**src/kcq_pkg.sv**
```systemverilog
// kcq_pkg: shared types, codes and the squared-distance function of the
// k-means colour quantizer. No dependencies.
`timescale 1ns / 1ps

package kcq_pkg;

    localparam int MAX_CLUSTERS = 16;
    localparam int MAX_CHANNELS = 4;
    localparam int CID_W        = 4;
    localparam int DIST_W       = 18;

    // Item actions
    typedef enum logic [1:0] {
        ACT_LOAD_PIXEL  = 2'd0,
        ACT_LOAD_CENTRE = 2'd1,
        ACT_START       = 2'd2,
        ACT_READ        = 2'd3
    } action_t;

    // Result kinds
    localparam logic RES_START = 1'b0;
    localparam logic RES_PIXEL = 1'b1;

    // Configuration register indexes
    localparam logic [2:0] REG_NUM_CLUSTERS   = 3'd0;
    localparam logic [2:0] REG_NUM_CHANNELS   = 3'd1;
    localparam logic [2:0] REG_PIXEL_COUNT    = 3'd2;
    localparam logic [2:0] REG_MAX_ITERATIONS = 3'd3;
    localparam logic [2:0] REG_STAB_THRESHOLD = 3'd4;

    typedef logic [MAX_CHANNELS-1:0][7:0] pix_t;

    // Clamped configuration as seen by the datapath
    typedef struct packed {
        logic [CID_W-1:0]  kmax;     // clusters in use minus one
        logic [1:0]        chm1;     // channels in use minus one
        logic [15:0]       max_iter;
        logic [DIST_W-1:0] thr;
    } cfg_t;

    typedef enum logic [3:0] {
        ST_IDLE,
        ST_READ,
        ST_CLEAR,
        ST_CHECK,
        ST_PASS_INIT,
        ST_FETCH,
        ST_DIST,
        ST_ACCUM,
        ST_DIV_LOAD,
        ST_DIV,
        ST_UPDATE,
        ST_DONE
    } state_t;

    typedef struct packed {
        logic clr_i;
        logic clr_map_wr;
        logic start_init;
        logic pass_init;
        logic pix_rd;
        logic clr_p;
        logic dist_step;
        logic accum;
        logic div_load;
        logic div_step;
        logic upd_write;
        logic pass_end;
        logic out_read;
        logic out_start;
    } cmd_t;

    typedef struct packed {
        logic i_clear_last;
        logic i_last;
        logic n_zero;
        logic p_last;
        logic div_last;
        logic stop;
        logic out_busy;
    } sts_t;

    function automatic logic [DIST_W-1:0] sq_dist(pix_t a, pix_t b, logic [1:0] chm1);
        logic [DIST_W-1:0]  s;
        logic signed [8:0]  df;
        logic signed [17:0] prod;
        logic [15:0]        sq;
        s = '0;
        for (int d = 0; d < MAX_CHANNELS; d++) begin
            df   = $signed({1'b0, a[d]}) - $signed({1'b0, b[d]});
            prod = df * df;
            sq   = prod[15:0];
            if (2'(d) <= chm1) begin
                s = s + DIST_W'(sq);
            end
        end
        return s;
    endfunction

endpackage

```
**src/kcq_ctrl.sv**
```systemverilog
// kcq_ctrl: sequencer of the k-means quantizer.
// Depends on kcq_pkg; drives the command struct of kcq_dpath.
`timescale 1ns / 1ps

module kcq_ctrl (
    input  logic            aclk,
    input  logic            aresetn,
    input  logic            accept,
    input  logic [1:0]      action,
    input  kcq_pkg::sts_t   sts,
    output logic            s_ready,
    output kcq_pkg::cmd_t   cmd
);

    kcq_pkg::state_t state_reg, state_next;

    always_ff @(posedge aclk) begin
        if (!aresetn) begin
            state_reg <= kcq_pkg::ST_IDLE;
        end else begin
            state_reg <= state_next;
        end
    end

    always_comb begin
        state_next = state_reg;
        cmd        = '0;
        s_ready    = 1'b0;
        unique case (state_reg)
            kcq_pkg::ST_IDLE: begin
                s_ready = !sts.out_busy;
                if (accept) begin
                    if (action == kcq_pkg::ACT_START) begin
                        cmd.clr_i  = 1'b1;
                        state_next = kcq_pkg::ST_CLEAR;
                    end else if (action == kcq_pkg::ACT_READ) begin
                        state_next = kcq_pkg::ST_READ;
                    end
                end
            end
            kcq_pkg::ST_READ: begin
                cmd.out_read = 1'b1;
                state_next   = kcq_pkg::ST_IDLE;
            end
            kcq_pkg::ST_CLEAR: begin
                cmd.clr_map_wr = 1'b1;
                if (sts.i_clear_last) begin
                    cmd.start_init = 1'b1;
                    state_next     = kcq_pkg::ST_CHECK;
                end
            end
            kcq_pkg::ST_CHECK: begin
                state_next = sts.stop ? kcq_pkg::ST_DONE : kcq_pkg::ST_PASS_INIT;
            end
            kcq_pkg::ST_PASS_INIT: begin
                cmd.pass_init = 1'b1;
                if (sts.n_zero) begin
                    cmd.clr_p  = 1'b1;
                    state_next = kcq_pkg::ST_DIV_LOAD;
                end else begin
                    state_next = kcq_pkg::ST_FETCH;
                end
            end
            kcq_pkg::ST_FETCH: begin
                cmd.pix_rd = 1'b1;
                cmd.clr_p  = 1'b1;
                state_next = kcq_pkg::ST_DIST;
            end
            kcq_pkg::ST_DIST: begin
                cmd.dist_step = 1'b1;
                if (sts.p_last) begin
                    state_next = kcq_pkg::ST_ACCUM;
                end
            end
            kcq_pkg::ST_ACCUM: begin
                cmd.accum = 1'b1;
                if (sts.i_last) begin
                    cmd.clr_p  = 1'b1;
                    state_next = kcq_pkg::ST_DIV_LOAD;
                end else begin
                    state_next = kcq_pkg::ST_FETCH;
                end
            end
            kcq_pkg::ST_DIV_LOAD: begin
                cmd.div_load = 1'b1;
                state_next   = kcq_pkg::ST_DIV;
            end
            kcq_pkg::ST_DIV: begin
                cmd.div_step = 1'b1;
                if (sts.div_last) begin
                    state_next = kcq_pkg::ST_UPDATE;
                end
            end
            kcq_pkg::ST_UPDATE: begin
                cmd.upd_write = 1'b1;
                if (sts.p_last) begin
                    cmd.pass_end = 1'b1;
                    state_next   = kcq_pkg::ST_CHECK;
                end else begin
                    state_next = kcq_pkg::ST_DIV_LOAD;
                end
            end
            kcq_pkg::ST_DONE: begin
                cmd.out_start = 1'b1;
                state_next    = kcq_pkg::ST_IDLE;
            end
            default: begin
                state_next = kcq_pkg::ST_IDLE;
            end
        endcase
    end

endmodule

```
**config.mk**
```make
export PLATFORM = sky130hd
export DESIGN_NAME = kcq_ctrl
export DESIGN_NICKNAME = d
export VERILOG_FILES = /design/src/kcq_pkg.sv /design/src/kcq_ctrl.sv
export SDC_FILE = /design/constraint.sdc
export NUM_CORES = 1
export LEC_CHECK = 0
export ABC_CLOCK_PERIOD_IN_PS = 2200
export BUFFER_PORTS_ARGS = -buffer_cell sky130_fd_sc_hd__buf_2
export CORE_AREA = 3 3 40 42
export DETAILED_ROUTE_END_ITERATION = 8
export DIE_AREA = 0 0 43 45
export GPL_TIMING_DRIVEN = 0
export PLACE_DENSITY = 0.73
export SETUP_SLACK_MARGIN = 0.15
export SLEW_MARGIN = 20
export SYNTH_ARGS = -nofsm -noshare
export SYNTH_HDL_FRONTEND = slang
export SYNTH_SLANG_ARGS = --single-unit
```
**constraint.sdc**
```tcl
create_clock -name aclk -period 2.2 [get_ports aclk]
set_clock_uncertainty 0.15 [all_clocks]
set_input_delay 0.33 -clock aclk [delete_from_list [all_inputs] [get_ports aclk]]
set_output_delay 0.33 -clock aclk [all_outputs]
set_load 0.05 [all_outputs]
```
==> results.md <==
* Status: complete, no violations
* Arrival @ worst endpoint at 1.53 ns
* Critical Path RT at 1.72 ns
* EDFF count, synth at 0
* Number of global-route vias before repair at 595
* Netlist cell types at 31
* Final period util at 91.4%
* Switching share of total power at 35.6%
* Routed len/inst at 13.0 um
* Antenna diodes at 0
* Synth area leaders: dfxtp_1, nand2b_1, nor2_1, a21oi_1, nor3_1
* Height of the die at 45 um
* IO buf count at 26
* GR Layer Usage met1 at 20.3%
* Crit path cell chain: buf_8 -> buf_12 -> nor4_4 -> and4b_1 -> buf_6
* WHS at 0.193 ns
* Hold endpoint: state_reg[3]
* Setup TNS at 0 ns
* CP delay by family, top: simple AND/OR/NAND/NOR gates
* DRT antenna net count at 0
* Iter 0 DRT Violations at 13
* Remaining global-route overflow at 0
* DR pass1 iterations at 4
* Post-synth ARST share at 0%
* Clock root buffer: clkbuf_4
* Max reg flops at 4
* Die width at 43 um
* Crit Path Class: reg -> out
* M2 GR Usage at 29.3%
* TritonCTS clock tree: built
* # fillers at 114
* Psw at 0.113 mW
* Starting Density at 42.6%
* Worst reg-to-reg path cell count at 5
* Most common cell in the netlist: nor2_1
* Total of max-cap violations at 0
* Max Clk Rate at 498 MHz
* Drc violations at 0
* Clock transition at path regs at 0.04 ns
* Internal at 0.205 mW
* Gr busiest metal: met2
* Clock Sinks at 4
* Row cnt at 13
* Area grow syn2layout at 57.9%
* Total length of routed wires at 1690 um
* Maximum fanout along the worst path at 6
* Post-synthesis cell area at 547 um^2
* Dpl cells at 121
* Detail Placement HPWL at 1160 um
* WHS Path Cells at 2
* Register Area at 83.8 um^2
* Top FF cell, synth: dfxtp_1
* Final Setup Violations at 0
* Synth warn at 0
* Reg2reg setup slack at 0.69 ns
* Min-delay src: aresetn
* Share of the synthesized area in the top cell type at 14.6%
* Cts bufs inserted at 3
* Synthesis-stage register bit count at 4
* Post-Syn Nets at 92
* Vias post-DR at 720
* Clk pwr share at 28.4%
* RD Place Congestion at 0.858
* Dpl cell area at 727 um^2
* Finished Layout Cells at 130
* Pin count of the biggest net entering global routing at 11
* Io pins at 27
* Max_slew headroom at 78.4%
* # H-tree levels at 1
* Part of the power in registers at 24.6%
* Reg2reg start: state_reg[3]
* Final hold violations at 0
* Core area at 1280 um^2
* Comb pwr share at 46.9%
* Clock latency on the worst-skew pair at 0.23 ns
* R2R Path End: state_reg[3]
* Max rail drop VDD at 0.000210 V
* Post-synthesis sequential area ratio at 14.6%
* Post-layout instance area at 863 um^2
* Post-Syn Area per Cell at 6.83 um^2
* Buf+Inv Stages, Crit Path at 3
* Startpoint types: flip-flop
* First-pass GRT wire length at 2530 um
* Synthesized netlist cell count at 80
* Least-Margin Pin Slew at 0.321 ns
* CP endpoint kind: output pin
* PwrDens at 369 nW/um^2
* DIE AREA at 1940 um^2
* Multi-input gate area at 453 um^2
* Final #Nets at 129
* CTS max path bufs at 2
* Unrepaired setup endpoints after global routing: true
* Cell taking the most area after synthesis: dfxtp_1
* Global Route Usage Sum at 16.6%
* Layout cell share with drive strength beyond 1 at 48.7%
* Crit path largest cell delay at 0.35 ns
* Met3 Use GR at 5.18%
* Final Max Slew Viols at 0
* Hold Path Class: in -> reg
* Pleak at 0.397 nW
* Commonest cells post-synth: nor2_1, nand2b_1, a21oi_1, nor3_1, nand2_1
* Initial antenna violation count at 0
* Slowest-stage cell, CP: dfxtp_4
* Vias/cell at 5.54
* Fin crit period at 2.01 ns
stage by stage:
step	total power [mW]	utilization, %	setup WS, ns
6_report	0.318	67.2	0.190
5_1_grt	0.341	67.2	0.109
4_1_cts	0.293	59.2	0.126
3_5_place_dp	0.196	56.6	0.321
3_3_place_gp	0.194	56.6	0.333
2_1_floorplan	0.166	-	0.0340
metal layers:
metal	vias to the layer above	share of wire, %
met5	-	0
met4	0	0.89
met1	330	44
met3	2	5.3
met2	29	49
li1	359	-
how the worst max path moves through the flow:
stage                             from      end  slack (ns)  cells past startpoint
after global routing      state_reg[0]  cmd[13]        0.11                      5
after CTS                 state_reg[3]  cmd[13]        0.13                      5
after global placement    state_reg[0]   cmd[8]        0.33                      7
final                     state_reg[0]  cmd[13]        0.19                      5
after floorplan           state_reg[3]  cmd[10]        0.03                      3
after detailed placement  state_reg[3]  cmd[13]        0.32                      5
cell usage in the layout (no fill, tap or decap), types with 2 or more instances in the layout:
cell	n
nand2_1	5
a31oi_1	2
o21ai_1	2
nor3_2	3
buf_6	2
dfxtp_1	3
inv_1	2
buf_2	24
nor2b_1	2
o21ai_0	2
nand2b_1	7
nor3_1	3
buf_12	2
nor2_1	10
nand3b_1	3
buf_4	9
a21oi_1	6
nor3b_1	4
clkbuf_4	4
cells by family (layout without fill, tap and decap cells):
kind of cell           Yosys count  after routing  share of synthesized area (%)
AND/OR/NAND/NOR                 45             45                           47.4
AO/OA/AOI/OAI                   21             21                           28.1
buffers and inverters           10             45                           9.84
flip-flops                       4              4                           14.6
final cells by class:
type / count / area share, %
buffer: 8 / 8.84
clock buffer: 3 / 2.61
inverter: 2 / 0.870
multi-input combinational: 66 / 52.5
sequential: 4 / 9.71
tap: 15 / 2.17
timing repair buffer: 32 / 23.3
power groups by stage:
stage	registers, mW	clock network (mW)	logic (mW)
global route	0.0787	0.101	0.161
floorplan	0.0788	0	0.0870
global placement	0.0798	0	0.114
CTS	0.0787	0.0952	0.119
detailed placement	0.0797	0	0.116
finish	0.0785	0.0904	0.149
worst register-to-register path: cells and delay by family (launching register included):
kind / cells / cell delay (ns)
simple gates: 2 / 0.43
buf+inv: 1 / 0.18
flops: 1 / 0.29
compound gates: 2 / 0.36
what timing repair did:
action,4_1_cts,5_1_grt
hold buffers,0,0
endpoints found under the setup margin,7,7
pin swaps,0,2
gates resized for setup,5,13
setup buffers,0,6
Power figures use the tool's default switching activity.
